<file path="src/design/zep_pkg.sv">
// ----------------------------------------------------------------------------
// zep_pkg
// Shared types and constants for the zone edge proximity engine.
// ----------------------------------------------------------------------------
package zep_pkg;

  localparam int ZONE_SLOTS = 16;

  localparam logic [1:0] OP_LOAD   = 2'd0;
  localparam logic [1:0] OP_QUERY  = 2'd1;
  localparam logic [1:0] OP_BOUNDS = 2'd2;

  localparam logic [3:0] CFG_ZONE_COUNT     = 4'd0;
  localparam logic [3:0] CFG_NEAR_THRESHOLD = 4'd1;

  localparam logic [14:0] THRESHOLD_RESET = 15'd20;

  typedef struct packed {
    logic [1:0]         op;
    logic [3:0]         zone_index;
    logic signed [15:0] coord_x;
    logic signed [15:0] coord_y;
    logic [14:0]        extent_w;
    logic [14:0]        extent_h;
    logic [15:0]        zone_mask;
  } in_word_t;

  typedef struct packed {
    logic [3:0]         result_index;
    logic               found;
    logic               last;
    logic signed [15:0] bound_x;
    logic signed [15:0] bound_y;
    logic [15:0]        bound_w;
    logic [15:0]        bound_h;
  } out_word_t;

  typedef struct packed {
    logic [3:0]  reg_index;
    logic [15:0] value;
  } cfg_word_t;

  typedef struct packed {
    logic                       valid;
    logic                       bounds;
    logic signed [15:0]         px;
    logic signed [15:0]         py;
    logic [ZONE_SLOTS-1:0]      mask;
    logic [ZONE_SLOTS-1:0]      hits;
    logic                       any;
    logic signed [15:0]         mnx;
    logic signed [15:0]         mny;
    logic signed [16:0]         mxx;
    logic signed [16:0]         mxy;
  } chain_word_t;

endpackage

</file>
<file path="src/design/zep_cell.sv">
// ----------------------------------------------------------------------------
// zep_cell
// One zone entry of the chain: tests the passing word against its zone and
// hands the updated word to the next cell.
// ----------------------------------------------------------------------------
module zep_cell #(
  parameter int IDX = 0
) (
  input  logic                 clk,
  input  logic                 rst_n,
  input  logic                 load_en,
  input  zep_pkg::in_word_t    load_word,
  input  logic [14:0]          threshold,
  input  logic                 active,
  input  zep_pkg::chain_word_t word_in,
  output zep_pkg::chain_word_t word_out
);

  logic signed [15:0] left_r;
  logic signed [15:0] top_r;
  logic signed [16:0] right_r;
  logic signed [16:0] bot_r;

  zep_pkg::chain_word_t word_r;
  zep_pkg::chain_word_t word_nxt;

  logic signed [16:0] px_e;
  logic signed [16:0] py_e;
  logic signed [16:0] left_e;
  logic signed [16:0] top_e;
  logic signed [15:0] mnx_i;
  logic signed [15:0] mny_i;
  logic signed [16:0] mxx_i;
  logic signed [16:0] mxy_i;
  logic               horiz_edge;
  logic               vert_edge;
  logic               in_v;
  logic               in_h;
  logic               hit;

  function automatic logic is_near(logic signed [16:0] a, logic signed [16:0] b,
                                   logic [14:0] thr);
    logic signed [17:0] d;
    logic [17:0]        mag;
    d   = 18'($signed({a[16], a})) - 18'($signed({b[16], b}));
    mag = d[17] ? 18'(-d) : 18'(d);
    return mag < {3'b000, thr};
  endfunction

  always_ff @(posedge clk) begin
    if (load_en) begin
      left_r  <= load_word.coord_x;
      top_r   <= load_word.coord_y;
      right_r <= {load_word.coord_x[15], load_word.coord_x} + {2'b00, load_word.extent_w};
      bot_r   <= {load_word.coord_y[15], load_word.coord_y} + {2'b00, load_word.extent_h};
    end
  end

  assign px_e   = {word_in.px[15], word_in.px};
  assign py_e   = {word_in.py[15], word_in.py};
  assign left_e = {left_r[15], left_r};
  assign top_e  = {top_r[15], top_r};
  assign mnx_i  = word_in.mnx;
  assign mny_i  = word_in.mny;
  assign mxx_i  = word_in.mxx;
  assign mxy_i  = word_in.mxy;

  assign horiz_edge = is_near(px_e, left_e, threshold) || is_near(px_e, right_r, threshold);
  assign vert_edge  = is_near(py_e, top_e, threshold) || is_near(py_e, bot_r, threshold);
  assign in_v       = (py_e >= top_e) && (py_e <= bot_r);
  assign in_h       = (px_e >= left_e) && (px_e <= right_r);
  assign hit        = (horiz_edge && in_v) || (vert_edge && in_h);

  always_comb begin
    word_nxt = word_in;
    if (word_in.valid && active) begin
      if (!word_in.bounds) begin
        word_nxt.hits[IDX] = hit;
      end else if (word_in.mask[IDX]) begin
        word_nxt.any = 1'b1;
        if (!word_in.any) begin
          word_nxt.mnx = left_r;
          word_nxt.mny = top_r;
          word_nxt.mxx = right_r;
          word_nxt.mxy = bot_r;
        end else begin
          if (left_r < mnx_i) word_nxt.mnx = left_r;
          if (top_r < mny_i) word_nxt.mny = top_r;
          if (right_r > mxx_i) word_nxt.mxx = right_r;
          if (bot_r > mxy_i) word_nxt.mxy = bot_r;
        end
      end
    end
  end

  always_ff @(posedge clk) begin
    if (!rst_n) begin
      word_r <= '0;
    end else begin
      word_r <= word_nxt;
    end
  end

  assign word_out = word_r;

endmodule

</file>
<file path="config.mk">
export PLATFORM = sky130hd
export DESIGN_NAME = zep_cell
export DESIGN_NICKNAME = d
export VERILOG_FILES = /design/src/design/zep_pkg.sv /design/src/design/zep_cell.sv
export SDC_FILE = /design/constraint.sdc
export NUM_CORES = 1
export LEC_CHECK = 0
export BUFFER_PORTS_ARGS = -buffer_cell sky130_fd_sc_hd__buf_4
export CORE_ASPECT_RATIO = 1.1
export CORE_MARGIN = 2
export CORE_UTILIZATION = 60
export DETAILED_ROUTE_END_ITERATION = 10
export PLACE_DENSITY = 0.93
export SLEW_MARGIN = 20
export SYNTH_ARGS = -nofsm -noshare
export SYNTH_HDL_FRONTEND = slang
export SYNTH_SLANG_ARGS = --single-unit
</file>
<file path="constraint.sdc">
create_clock -name clk -period 6.7 [get_ports clk]
set_input_delay 0.335 -clock clk [delete_from_list [all_inputs] [get_ports clk]]
set_output_delay 0.335 -clock clk [all_outputs]
set_load 0.005 [all_outputs]
</file>
==> results summary <==
The run finished with clean final reports. For this run, design rule violations remaining after detail routing come to 0. The max-slew violation count came out at 0. In the post-synthesis netlist, the biggest area contributors are sky130_fd_sc_hd__ha_1 18%, sky130_fd_sc_hd__dfxtp_1 17%, sky130_fd_sc_hd__edfxtp_1 13%, sky130_fd_sc_hd__and2_1 5.6%, sky130_fd_sc_hd__mux2i_1 4.6%. The worst-case IR drop observed on VDD is 0.000190 V. The number of input and output port buffers inserted came out at 346.

The cell area after synthesis came out at 15600 µm². The number of max-cap violations is 0. The critical path in this run is classified as flop to flop. For this configuration, the core starts out at a cell density of 61.5%. STA puts the critical path data required time at 7080 ps.

The number of antenna violations at the first check in global routing is 2. The share of total power dissipated in the clock network is 23.0%. The root buffer cell chosen for the clock tree is sky130_fd_sc_hd__clkbuf_16. The upper clock frequency limit is 0.207 GHz.

The share of the core filled with cells in the final layout came out at 75.4%. The number of gates resized after cts came out at 0. The highest layer touched by signal routing is met4.

STA puts the critical path data arrival time at 5210 ps. The fraction of registers with async set or reset after synthesis is 0%. The wire length of the first global-routing pass came out at 77.1 mm. The endpoint class of the critical path is a flop. The leakage power came out at 9.30 nW. For this design, the slowest cell found on the critical path is sky130_fd_sc_hd__o21ai_0. The part of the Yosys area used for sequential elements is 29.7%. In this design, the stage delay of the slowest critical-path cell is 530 ps. Dividing total power by cell area gives a power density of 235 nW/µm².

The largest fanout on the critical path is 17. Setup violations remaining at the end of the flow were counted as 0. The die outline area is 27300 µm². The wire-length estimate of the detail-placed layout is 40.2 mm.

Across the routed clock network, the largest skew measured is 12.4 ps. The total area inside the core boundary comes to 25400 µm². Total power for the finished layout comes to 0.00450 W. The number of buffers created by CTS came out at 17. The later pin in the worst-skew pair is clocked with a latency of 460 ps. The final antenna-violating net count is 0. The number of ports placed on the die boundary is 369. After layout, the minimum clock period comes to 4830 ps. The sequential fraction of design power came out at 31.3%. The post-CTS setup repair buffer count is 0. The path class of the tightest hold or removal check is input port to flop. The cell area after placement is 18500 µm². Ranked by instance count, the synthesized netlist is headed by 222 x sky130_fd_sc_hd__ha_1, 192 x sky130_fd_sc_hd__inv_1, 139 x sky130_fd_sc_hd__and2_1. The number of fill cells in the layout came out at 1661. The share of the cycle needed by the critical path after routing is 72.1%. The slew at the pin closest to its max-slew limit came out at 906 ps. Across all layers, the routed design uses 14.9k vias. The met3 routed wirelength is 4.19 mm. Traced cell by cell, the critical path runs through inv_1, ha_1, o21ai_0, nor3_1, a211oi_1, o31ai_1, a21oi_1, o221ai_1, buf_4, mux2_2, ha_1, a21o_1, a211oi_1, o21ai_0, a21oi_1, o21ai_0, a21o_1, a211o_1, a211oi_1, a31oi_1, o21ai_1. In the final routed layout, each cell accounts on average for 20.7 µm. In this run, the number of DRC markers left after iteration 0 of detailed routing was 1181.

Summed over all instances, the cell type with the most area after synthesis is sky130_fd_sc_hd__ha_1. The synthesized design devotes to its leading area cell type 17.8% of total area. The number of warning messages in the yosys log is 0. The vertical die dimension is 173 µm. The synthesized netlist net count is 2218.

The number of levels in the clock H-tree came out at 4. The remaining global-route overflow came out at 0. The routed via count divided by cell count is 6.09.

sky130_fd_sc_hd__ha_1 is the most common cell in the netlist. The horizontal die dimension came out at 158 µm. For this run, the total global-route usage over all layers was measured as 36.4%.

The detailed-router iteration count before antenna repair is 6. The growth of design area from synthesis to finish came out at 22.7%. The switching component of the power came out at 0.00171 W. After detailed routing, the total wire length is 50.6 mm. The number of endpoints with negative hold slack in the final report came out at 0. In the synthesized netlist the dominant register cell turns out to be sky130_fd_sc_hd__dfxtp_1. The internal power summed over all cells came out at 0.00278 W. The global placer's final weighted congestion is 0.948. Synthesis inferred 199 register bits. The number of flops mapped to enable cells by yosys came out at 66. The finished cells cover 19200 µm². The headroom to the max-slew limit came out at 39.6%. The proportion of layout cells with a drive suffix above 1 came out at 19.9%.

The routed metal-1 wire length came out at 19.8 mm. The clock sink total came out at 199. Setup repair after global routing left no endpoint under its margin. The setup TNS is 0 ps. The net switching share of the total power is 38.1%. The post-synthesis cell count is 1754. The routed length on met2 came out at 23.1 mm.

The buffer levels on the longest clock path came out at 2. The clock slew at the register clock pins of the worst setup and hold paths came out at 80 ps. The worst setup margin is 1870 ps.

TritonCTS built the clock tree. The netlist uses 78 different library cells. The combined area of the multi-input logic cells is 10100 µm². The number of buffers inserted for hold repair after clock tree synthesis is 0. STA classifies the critical path startpoint as a flop. The fraction of power consumed by combinational cells is 45.7%. The footprint of the flip-flops and latches is 4640 µm². The via count of the first global-routing pass is 14.7k. The maximum number of pins on one net before global-route repair came out at 134.

Averaged over all synthesized cells, the footprint is 8.91 µm². The total number of placement rows is 61. The final net count came out at 2550. The worst slack at placement came out at 1950 ps.
final cells by class:
| cell class | instances | area share [%] |
|---|---|---|
| antenna | 3 | 0.0392 |
| tap | 346 | 2.26 |
| clock inverter | 12 | 0.562 |
| inverter | 193 | 3.78 |
| sequential | 199 | 24.2 |
| clock buffer | 20 | 2.49 |
| multi-input combinational | 1324 | 52.8 |
| timing repair buffer | 351 | 13.9 |
placed cells by master (no fill, tap or decap), types with 28 or more instances in the layout:
cell type                  synthesis  final
sky130_fd_sc_hd__a21o_1           55     55
sky130_fd_sc_hd__a21oi_1          98     98
sky130_fd_sc_hd__and2_1          139    139
sky130_fd_sc_hd__buf_4             2    350
sky130_fd_sc_hd__dfxtp_1         133    133
sky130_fd_sc_hd__edfxtp_1         66     66
sky130_fd_sc_hd__ha_1            222    222
sky130_fd_sc_hd__inv_1           192    192
sky130_fd_sc_hd__mux2i_1          72     72
sky130_fd_sc_hd__nand2_1          68     68
sky130_fd_sc_hd__nand3_1          30     30
sky130_fd_sc_hd__nor2_1           99     99
sky130_fd_sc_hd__nor2b_1          31     31
sky130_fd_sc_hd__nor3_1           28     28
sky130_fd_sc_hd__o21ai_0          69     67
sky130_fd_sc_hd__xnor2_1          69     69
sky130_fd_sc_hd__xor2_1           46     46
worst max-delay path: cells and delay by family (launching register included):
| family | cells | cell delay (ps) |
|---|---|---|
| buffers and inverters | 2 | 370 |
| muxes | 1 | 290 |
| and+or+nand+nor | 1 | 130 |
| adders and majority gates | 2 | 560 |
| DFF | 1 | 420 |
| AOI/OAI and AO/OA | 15 | 3010 |
through the flow:
stage                     hold slack [ps]  std cells
after global placement                526       2412
after CTS                            58.4       2444
after global routing                 54.6       2448
after floorplan                       434       1754
final                                66.3       2448
after detailed placement              527       2412
cells by family after synthesis:
group	synth area share, %
simple gates	18.0
buf+inv	5.68
mux	4.83
compound gates	16.8
fa+ha+maj	18.6
flops	29.7
xor+xnor	6.45
flip-flops by register name, summed over array words and instances (netlist names):
signal,count
word_out,133
top_r,16
bot_r,17
left_r,16
right_r,17
layer usage:
metal | GRT usage [%] | vias up
met5 | 0 | -
li1 | - | 6888
met2 | 58.8 | 853
met1 | 44.6 | 6952
met4 | 22.5 | 0
met3 | 6.78 | 218
power by group through the flow:
| stage | clock network [W] | registers, W | logic (W) |
|---|---|---|---|
| after floorplan | 0 | 0.00142 | 0.00139 |
| after global placement | 0 | 0.00143 | 0.00189 |
| after detailed placement | 0 | 0.00143 | 0.00199 |
| after CTS | 0.00103 | 0.00140 | 0.00201 |
| after global routing | 0.00108 | 0.00141 | 0.00226 |
| final | 0.00104 | 0.00141 | 0.00205 |
worst paths after layout:
check / from / end / slack, ps / cells after the start
setup / recovery: bot_r[8] / word_out[67] / 1870 / 21
hold / removal: load_word[72] / left_r[10] / 70 / 1
setup reg to reg: bot_r[8] / word_out[67] / 1870 / 21
hold reg to reg: right_r[0] / word_out[17] / 680 / 2
No activity file was read; power rests on OpenSTA's default activity.
