File: config.mk
export PLATFORM = sky130hd
export DESIGN_NAME = zep_emit
export DESIGN_NICKNAME = d
export VERILOG_FILES = /design/src/design/zep_pkg.sv /design/src/design/zep_emit.sv
export SDC_FILE = /design/constraint.sdc
export NUM_CORES = 1
export LEC_CHECK = 0
export ABC_AREA = 1
export ABC_CLOCK_PERIOD_IN_PS = 7100
export CORE_MARGIN = 4
export CORE_UTILIZATION = 59
export CTS_BUF_LIST = sky130_fd_sc_hd__clkbuf_2
export CTS_CLUSTER_DIAMETER = 200
export DETAILED_ROUTE_END_ITERATION = 10
export DONT_BUFFER_PORTS = 1
export GPL_ROUTABILITY_DRIVEN = 0
export PLACE_DENSITY = 0.85
export SETUP_SLACK_MARGIN = 0.2
export SLEW_MARGIN = 20
export SYNTH_ARGS = -nofsm -noshare
export SYNTH_HDL_FRONTEND = slang
export SYNTH_SLANG_ARGS = --single-unit
File: constraint.sdc
create_clock -name clk -period 7.1 [get_ports clk]
set_clock_uncertainty 0.2 [all_clocks]
set_input_delay 0 -clock clk [delete_from_list [all_inputs] [get_ports clk]]
set_output_delay 0 -clock clk [all_outputs]
set_load 0.005 [all_outputs]
File: src/design/zep_pkg.sv
// ----------------------------------------------------------------------------
// zep_pkg
// Shared types and constants for the zone edge proximity engine.
// ----------------------------------------------------------------------------
package zep_pkg;

  localparam int ZONE_SLOTS = 16;

  localparam logic [1:0] OP_LOAD   = 2'd0;
  localparam logic [1:0] OP_QUERY  = 2'd1;
  localparam logic [1:0] OP_BOUNDS = 2'd2;

  localparam logic [3:0] CFG_ZONE_COUNT     = 4'd0;
  localparam logic [3:0] CFG_NEAR_THRESHOLD = 4'd1;

  localparam logic [14:0] THRESHOLD_RESET = 15'd20;

  typedef struct packed {
    logic [1:0]         op;
    logic [3:0]         zone_index;
    logic signed [15:0] coord_x;
    logic signed [15:0] coord_y;
    logic [14:0]        extent_w;
    logic [14:0]        extent_h;
    logic [15:0]        zone_mask;
  } in_word_t;

  typedef struct packed {
    logic [3:0]         result_index;
    logic               found;
    logic               last;
    logic signed [15:0] bound_x;
    logic signed [15:0] bound_y;
    logic [15:0]        bound_w;
    logic [15:0]        bound_h;
  } out_word_t;

  typedef struct packed {
    logic [3:0]  reg_index;
    logic [15:0] value;
  } cfg_word_t;

  typedef struct packed {
    logic                       valid;
    logic                       bounds;
    logic signed [15:0]         px;
    logic signed [15:0]         py;
    logic [ZONE_SLOTS-1:0]      mask;
    logic [ZONE_SLOTS-1:0]      hits;
    logic                       any;
    logic signed [15:0]         mnx;
    logic signed [15:0]         mny;
    logic signed [16:0]         mxx;
    logic signed [16:0]         mxy;
  } chain_word_t;

endpackage

File: src/design/zep_emit.sv
// ----------------------------------------------------------------------------
// zep_emit
// Turns the word leaving the chain into result words, one per cycle while the
// output is not stalled, through an output register.
// ----------------------------------------------------------------------------
module zep_emit (
  input  logic                 clk,
  input  logic                 rst_n,
  input  zep_pkg::chain_word_t word_in,
  input  logic                 out_ready,
  output logic                 out_valid,
  output zep_pkg::out_word_t   out_data,
  output logic                 busy
);

  localparam int SLOTS = zep_pkg::ZONE_SLOTS;

  logic                  pending_r;
  logic                  pending_nxt;
  logic                  bounds_r;
  logic                  found_r;
  logic [SLOTS-1:0]      hits_r;
  logic [SLOTS-1:0]      hits_nxt;
  logic signed [15:0]    bx_r;
  logic signed [15:0]    by_r;
  logic [15:0]           bw_r;
  logic [15:0]           bh_r;
  logic                  out_valid_r;
  logic                  out_valid_nxt;
  zep_pkg::out_word_t    out_data_r;
  zep_pkg::out_word_t    out_data_nxt;

  logic signed [17:0]    dw;
  logic signed [17:0]    dh;
  logic [3:0]            low_idx;
  logic [SLOTS-1:0]      rest;
  logic                  load_out;

  assign dw = $signed({word_in.mxx[16], word_in.mxx})
            - $signed({word_in.mnx[15], word_in.mnx[15], word_in.mnx});
  assign dh = $signed({word_in.mxy[16], word_in.mxy})
            - $signed({word_in.mny[15], word_in.mny[15], word_in.mny});

  always_comb begin
    low_idx = '0;
    for (int i = SLOTS - 1; i >= 0; i--) begin
      if (hits_r[i]) low_idx = 4'(i);
    end
  end

  assign rest     = hits_r & (hits_r - 1'b1);
  assign load_out = pending_r && (!out_valid_r || out_ready);

  always_comb begin
    pending_nxt   = pending_r;
    hits_nxt      = hits_r;
    out_data_nxt  = out_data_r;
    out_valid_nxt = out_valid_r;
    if (load_out) begin
      out_valid_nxt = 1'b1;
      out_data_nxt  = '0;
      if (bounds_r) begin
        out_data_nxt.found   = found_r;
        out_data_nxt.last    = 1'b1;
        out_data_nxt.bound_x = bx_r;
        out_data_nxt.bound_y = by_r;
        out_data_nxt.bound_w = bw_r;
        out_data_nxt.bound_h = bh_r;
        pending_nxt          = 1'b0;
      end else if (hits_r == '0) begin
        out_data_nxt.last = 1'b1;
        pending_nxt       = 1'b0;
      end else begin
        out_data_nxt.result_index = low_idx;
        out_data_nxt.found        = 1'b1;
        out_data_nxt.last         = (rest == '0);
        hits_nxt                  = rest;
        pending_nxt               = (rest != '0);
      end
    end else if (out_ready) begin
      out_valid_nxt = 1'b0;
    end
    if (word_in.valid) begin
      pending_nxt = 1'b1;
      hits_nxt    = word_in.hits;
    end
  end

  always_ff @(posedge clk) begin
    if (!rst_n) begin
      pending_r   <= 1'b0;
      out_valid_r <= 1'b0;
    end else begin
      pending_r   <= pending_nxt;
      out_valid_r <= out_valid_nxt;
    end
  end

  always_ff @(posedge clk) begin
    hits_r     <= hits_nxt;
    out_data_r <= out_data_nxt;
    if (word_in.valid) begin
      bounds_r <= word_in.bounds;
      found_r  <= word_in.any;
      bx_r     <= word_in.any ? word_in.mnx : 16'sd0;
      by_r     <= word_in.any ? word_in.mny : 16'sd0;
      bw_r     <= !word_in.any ? 16'd0 : ((dw[17:16] != 2'b00) ? 16'hFFFF : dw[15:0]);
      bh_r     <= !word_in.any ? 16'd0 : ((dh[17:16] != 2'b00) ? 16'hFFFF : dh[15:0]);
    end
  end

  assign out_valid = out_valid_r;
  assign out_data  = out_data_r;
  assign busy      = pending_r;

endmodule

==> results of run 1 <==
cell families after synthesis:
logic type | Yosys count | share of synthesized area, %
compound gates | 119 | 8.83
xor+xnor | 21 | 2.25
fa+ha+maj | 36 | 5.69
buf+inv | 208 | 9.89
flops | 154 | 56.3
simple gates | 330 | 17.0
synthesized netlist by cell type (all sizes together):
master	number
a211oi	2
a21boi	1
a21o	1
a21oi	68
a31oi	1
buf	3
clkbuf	16
dfxtp	2
edfxtp	152
fa	2
ha	34
inv	189
nand2	245
nand3	27
nand3b	4
nand4	5
nor2	40
nor3	6
nor4	1
o211ai	3
o21a	4
o21ai	36
o21bai	3
or2	2
xnor2	15
xor2	6
metrics by stage:
stage,cells,setup WS (ns),instance area (um2)
3_3_place_gp,1028,4.67,8330
2_1_floorplan,868,3.04,8180
3_5_place_dp,1028,4.65,8330
==> results.py, run 1 <==
metrics = {
    "clock_tree": {
        "cts-root-buf": "clkbuf_2",
        "cts-resized-gates": 0,
        "cts_setup_buffers": 0,
        "numCtsBuffers": 17,
        "hold_buffers": 214,
        "cts_buffer_depth": 2,
        "cts_sinks": 154,
        "cts_max_level": 4,
    },
    "synth": {
        "ys_ff_latch": 154,
        "synth_top_area_share_pct": 55.8,
        "synth.avg_cell_area_um2": 9.42,
        "synth_warnings": 0,
        "syn-cell-area_um2": 8180,
        "yosys.area.top_type": "edfxtp_1",
        "synth.top_cells.by_area": "edfxtp_1 (56%), nand2_1 (11%), inv_1 (8.6%)",
        "seq_area_frac_synth_pct": 56.3,
        "ys_types": 38,
        "synthCells": 868,
        "syn_nets": 1040,
    },
    "floorplanning": {
        "die_w_um": 126,
        "io_pins": 208,
        "std_cell_rows": 42,
        "start_util_pct": 61.0,
        "die-height_um": 126,
    },
    "run_status": {
        "status": "stopped before the end",
        "tool.error": "[ERROR RSZ-0060] Max buffer count reached.",
        "failing_step": "clock tree synthesis (4_1_cts)",
    },
    "placement": {
        "place_hpwl_um": 11900,
        "portBuffers": 0,
    },
}
==> run 2, diff against run 1 <==
- CORE_UTILIZATION: 59 -> 40
- CTS_BUF_LIST: sky130_fd_sc_hd__clkbuf_2 -> not set
- CTS_CLUSTER_DIAMETER: 200 -> not set
- PLACE_DENSITY: 0.85 -> not set
- PLACE_DENSITY_LB_ADDON: not set -> 0.15
- SETUP_SLACK_MARGIN: 0.2 -> not set
==> results.py, run 2 <==
metrics = {
    "run_status": {
        "status": "finished clean",
    },
    "worst_setup_path": {
        "critPathLaunchType": "flip-flop",
        "crit_top_cell": "nand2_1",
        "slowest_delay_ns": 0.55,
        "arrival_ns": 2.71,
        "r2r_cells": 13,
        "slowest_stage": "dlygate4sd3_1",
        "worstSetupEndpointType": "flip-flop",
        "crit_fanout": 4,
        "setup.worst_path.start": "hits_r[4]",
        "reg2reg_from": "hits_r[4]",
        "criticalPathCategory": "reg2reg",
        "cp.required_ns": 7.22,
        "crit_chain": "nor2_2 -> nand2_1 -> inv_1 -> nand3_1 -> o21ai_0 -> nand2_1 -> nor2_1 -> nand3_1 -> nand2_1 -> nand3_1 -> nand2_1 -> dlygate4sd3_1 -> inv_1",
    },
    "layout": {
        "final_common_cell": "nand2_1",
        "ff_latch_area_um2": 4600,
        "fillers": 1870,
        "largest_reg_flops": 70,
        "final_core_utilization_pct": 50.7,
        "synthToLayoutAreaGrowth_pct": 25.1,
        "drive_gt1_share_pct": 8.08,
        "nets": 1162,
        "layout_common_cells": "nand2_1 (235), inv_1 (187), edfxtp_1 (152)",
        "layout.cells.non_filler": 1274,
        "multi_input_area_um2": 2770,
    },
    "floorplanning": {
        "die_area_um2": 22800,
        "die_w_um": 151,
        "start_util_pct": 40.5,
        "die-height_um": 151,
        "io_pins": 208,
        "core_um2": 20200,
        "std_cell_rows": 52,
    },
    "drt": {
        "routed-via-count": 5877,
        "wl_um": 18700,
        "drc": 0,
        "wl_per_cell_um": 14.6,
        "drt_pass1_iterations": 5,
        "initialDrtViolationCount": 322,
        "detail-route-antenna-nets": 0,
        "routed_via_density": 4.61,
    },
    "synth": {
        "synth.top_cells.by_area": "edfxtp_1 (56%), nand2_1 (11%), inv_1 (8.6%)",
        "syn_nets": 1040,
        "synthMostInstantiatedCell": "nand2_1",
        "synth_top_area_share_pct": 55.8,
        "syn-cell-area_um2": 8180,
        "ys_types": 38,
        "synth_warnings": 0,
        "synth_common_cells": "nand2_1 (235), inv_1 (187), edfxtp_1 (152), a21oi_1 (47), nor2_1 (37)",
        "yosys.area.top_type": "edfxtp_1",
        "synthArstFlopShare_pct": 0,
        "seq_area_frac_synth_pct": 56.3,
        "ys_ff_latch": 154,
        "synthCells": 868,
        "synth.avg_cell_area_um2": 9.42,
        "synth_flop_cell": "edfxtp_1",
        "synth_edf_count": 152,
    },
    "clock_tree": {
        "cts-root-buf": "clkbuf_16",
        "cts_tree": "yes",
        "numCtsBuffers": 17,
        "clk_pin_slew_worst_paths_ns": 0.06,
        "clock_latency_ns": 0.42,
        "cts_sinks": 154,
        "cts_buffer_depth": 2,
        "cts_max_level": 4,
    },
    "pwr": {
        "p_int_mw": 1.76,
        "switching_power_uw": 619,
        "leakage_nw": 4.74,
        "p_per_area_nw_per_um2": 233,
        "vdd_drop_max_mv": 0.151,
        "swShare_pct": 26.0,
        "p_clk_share_pct": 36.7,
        "power.share.sequential_pct": 47.3,
        "p_comb_share_pct": 16.0,
    },
    "sta": {
        "final_max_slew_viol_count": 0,
        "setup_viol": 0,
        "hold_viol_final": 0,
        "setup_tns_ns": 0,
        "fmax_mhz": 386,
        "finalCritPeriodShare_pct": 36.5,
        "relSlewSlack_pct": 35.3,
        "fin_crit_ns": 2.59,
        "worstMarginPinSlew_ns": 0.971,
        "grt_setup_unrepaired": "false",
    },
    "grt": {
        "antenna_found_initial": 1,
        "grt_use_total_pct": 16.7,
        "grt_pass1_wl_um": 29400,
        "grt_max_degree": 97,
        "grt_pass1_vias": 5849,
        "overflow": 0,
    },
    "worst_hold_path": {
        "hold_path_class": "in2reg",
        "worstHoldPathCells": 5,
        "hold_start": "word_in[47]",
    },
    "job": {
        "maxCapViolations": 0,
    },
    "placement": {
        "place_hpwl_um": 12300,
        "portBuffers": 0,
        "place_inst": 1122,
    },
}
-- run 2: cell counts after synthesis --
Identical to the previous run, type by type.
-- run 2: path summary, 6_finish.rpt --
check,endpoint,slack [ns]
worst max register to register,busy,4.51
worst min register to register,out_data[25],0.30
worst min-delay path,bh_r[13],0.02
worst max-delay path,busy,4.51
-- run 2: stage by stage --
stage | hold slack (ns) | cell area [um2] | power [mW] | setup slack, ns
finish | 0.0169 | 10200 | 2.38 | 4.51
global route | 0.0427 | 10200 | 2.51 | 4.24
CTS | 0.00716 | 10200 | 2.42 | 4.51
detailed placement | -0.101 | 8450 | 1.45 | 4.59
global placement | -0.101 | 8450 | 1.45 | 4.59
floorplan | -0.102 | 8180 | 1.39 | 3.04
-- run 2: timing repair --
item | 4_1_cts | 5_1_grt
hold buffers | 119 | 0
hold endpoints to repair | 148 | 0
buffers inserted | 0 | 0
gates resized for setup | 0 | 0
-- run 2: area by class of cell --
type / count / area share (%)
antenna: 1 / 0.0245
clock buffer: 20 / 4.27
clock inverter: 12 / 1.22
inverter: 189 / 6.94
multi-input combinational: 506 / 27.1
sequential: 154 / 45.0
tap: 270 / 3.30
timing repair buffer: 122 / 12.1
-- run 2: kinds of logic (layout without fill, tap and decap cells) --
family          Yosys count  in the layout  share of synthesized area [%]
xor+xnor                 21             21                           2.25
simple gates            330            330                           17.0
other cells               0              1                              0
flops                   154            154                           56.3
compound gates          119            119                           8.83
buf+inv                 208            343                           9.89
fa+ha+maj                36             36                           5.69
-- run 2: power by group through the flow --
stage	clock [mW]	combinational, mW	sequential [mW]
detailed placement	0	0.308	1.15
global route	0.943	0.432	1.13
global placement	0	0.304	1.15
CTS	0.905	0.383	1.13
floorplan	0	0.255	1.14
finish	0.874	0.380	1.13
-- run 2: layer usage --
layer | wire, um | global-route usage, % | up-vias
li1 | - | - | 3032
met4 | 106 | 4.13 | 0
met2 | 8770 | 26.9 | 135
met5 | 0 | 0 | -
met3 | 1360 | 6.55 | 8
met1 | 8430 | 21.2 | 2702
-- run 2: worst max-delay path, delay by kind of cell, from the launching register on --
| family | cells | cell delay, ns |
|---|---|---|
| AND/OR/NAND/NOR | 9 | 0.95 |
| buffers and inverters | 3 | 0.68 |
| flip-flops | 1 | 0.43 |
| AO/OA/AOI/OAI | 1 | 0.23 |
Power figures use the tool's default switching activity.
==> run 3, diff against run 2 <==
- ABC_CLOCK_PERIOD_IN_PS: 7100 -> 2500
- clock period: 7.1 -> 2.5 ns (I/O delays scaled with it)
==> results.py, run 3 (synthesized netlist as in run 2, its figures left out) <==
metrics = {
    "drt": {
        "detail-route-antenna-nets": 0,
        "routed-via-count": 5911,
        "drt_pass1_iterations": 5,
        "initialDrtViolationCount": 306,
        "routed_via_density": 4.64,
        "drc": 0,
        "wl_per_cell_um": 14.7,
        "wl_um": 18700,
    },
    "clock_tree": {
        "cts_buffer_depth": 2,
        "numCtsBuffers": 17,
        "cts_tree": "yes",
        "cts_sinks": 154,
        "clk_pin_slew_worst_paths_ns": 0.07,
        "cts_setup_buffers": 0,
        "cts-root-buf": "clkbuf_16",
        "cts-resized-gates": 0,
        "clock_latency_ns": 0.41,
        "cts_max_level": 4,
    },
    "layout": {
        "drive_gt1_share_pct": 9.06,
        "largest_reg_flops": 70,
        "synthToLayoutAreaGrowth_pct": 26.1,
        "nets": 1163,
        "diodes": 0,
        "final_common_cell": "nand2_1",
        "layout.cells.non_filler": 1274,
        "layout_common_cells": "nand2_1 (235), inv_1 (187), edfxtp_1 (152)",
    },
    "floorplanning": {
        "start_util_pct": 40.5,
        "std_cell_rows": 52,
        "die_w_um": 151,
        "die-height_um": 151,
        "die_area_um2": 22800,
        "io_pins": 208,
        "core_um2": 20200,
    },
    "pwr": {
        "p_int_mw": 5.24,
        "p_comb_share_pct": 15.4,
        "p_per_area_nw_per_um2": 686,
        "power.share.sequential_pct": 45.2,
        "leakage_nw": 4.79,
        "switching_power_mw": 1.84,
        "swShare_pct": 26.0,
        "vdd_drop_max_mv": 0.435,
        "p_clk_share_pct": 39.3,
    },
    "worst_hold_path": {
        "hold_path_class": "in2reg",
        "min_delay_worst_endpoint": "bw_r[14]",
        "hold_start": "word_in[31]",
        "worstHoldPathCells": 4,
    },
    "placement": {
        "place_inst": 1128,
        "place_hpwl_um": 12400,
        "portBuffers": 0,
    },
    "run_status": {
        "status": "finished clean",
    },
    "sta": {
        "relSlewSlack_pct": 50.0,
        "fmax_mhz": 428,
        "final_max_slew_viol_count": 0,
        "grt_setup_unrepaired": "false",
        "setup_tns_ns": 0,
        "worstMarginPinSlew_ns": 0.750,
        "hold_viol_final": 0,
        "fin_crit_ns": 2.34,
        "finalCritPeriodShare_pct": 93.4,
        "setup_viol": 0,
        "hold-worst-slack_ns": 0.0133,
    },
    "worst_setup_path": {
        "crit_chain": "dlygate4sd3_1 -> inv_1 -> ha_1 -> fa_1 -> o21ai_2 -> nand3_2 -> nand2_2 -> nand3_2 -> nand2_2 -> nand3_2 -> nand2_4 -> a21oi_1",
        "critPathTopFamily": "adder cells",
        "critPathLaunchType": "input port",
        "cp.required_ns": 2.46,
        "reg2reg_from": "hits_r[1]",
        "criticalPathCategory": "in2reg",
        "slowest_delay_ns": 0.53,
        "worstSetupEndpointType": "flip-flop",
        "arrival_ns": 2.30,
        "crit_top_cell": "nand3_2",
        "slowest_stage": "dlygate4sd3_1",
        "path_buf_inv": 2,
        "worstReg2RegEnd": "hits_r[9]",
        "crit_fanout": 16,
        "reg2reg_slack_ns": 0.31,
        "r2r_cells": 8,
    },
    "job": {
        "maxCapViolations": 0,
    },
    "grt": {
        "grt_use_total_pct": 17.0,
        "grt_pass1_vias": 5872,
        "grt_max_degree": 98,
        "antenna_found_initial": 0,
        "overflow": 0,
        "grt_pass1_wl_um": 30000,
    },
}
## run 3: cell types whose count changed in the layout (fill, tap and decap cells not counted), sizes merged, moves of 2 or more
cell,previous run,this run
buf,5,11
inv,190,195
bufinv,2,4
clkinv,4,0
dlygate4sd3,117,112
clkbuf,20,17
## run 3: final cells by class
type / count / area, um2
Multi-Input combinational cell: 506 / 2770
Clock buffer: 17 / 425
Sequential cell: 154 / 4600
Tap cell: 270 / 338
Fill cell: 1903 / 9860
Clock inverter: 15 / 213
Timing Repair Buffer: 123 / 1250
Inverter: 189 / 709
## run 3: stage by stage
step	area (um2)	utilization [%]	worst slack, ns	power, mW
detailed placement	8500	42.2	0.287	4.15
floorplan	8180	-	0.382	3.95
CTS	10300	51.1	0.173	7.17
finish	10300	51.1	0.165	7.07
global route	10300	51.1	0.00731	7.45
global placement	8500	42.2	0.306	4.15
## run 3: layer usage
metal | vias to the layer above | GRT usage (%) | wire length, um
met5 | - | 0 | 0
met4 | 0 | 5.08 | 206
met3 | 15 | 5.15 | 1250
met2 | 139 | 26.2 | 8530
met1 | 2722 | 23.1 | 8720
li1 | 3035 | - | -
## run 3: tightest hold or removal path, cell delays in order
cell and delay [ns]:
ha_1 0.23, xor2_1 0.10, inv_1 0.07, a21oi_2 0.05
## run 3: worst max path at each step
stage / endpoint / depth (start not counted) / start / slack [ns]
after floorplan: out_data[0] / 2 / busy / 0.38
after global placement: hits_r[2] / 8 / hits_r[4] / 0.31
after detailed placement: bw_r[0] / 11 / word_in[17] / 0.29
after CTS: bh_r[0] / 12 / word_in[0] / 0.17
after global routing: bh_r[1] / 12 / word_in[0] / 0.007
final: bw_r[0] / 12 / word_in[17] / 0.16
## run 3: power groups by stage
stage / clock network (mW) / logic (mW) / registers, mW
6_report: 2.78 / 1.09 / 3.20
5_1_grt: 2.98 / 1.25 / 3.22
4_1_cts: 2.86 / 1.10 / 3.20
3_3_place_gp: 0 / 0.889 / 3.26
3_5_place_dp: 0 / 0.894 / 3.26
2_1_floorplan: 0 / 0.725 / 3.22
## run 3: repair_timing
action	4_1_cts	5_1_grt
hold endpoints to repair	166	0
endpoints found under the setup margin	0	1
hold buffers	114	0
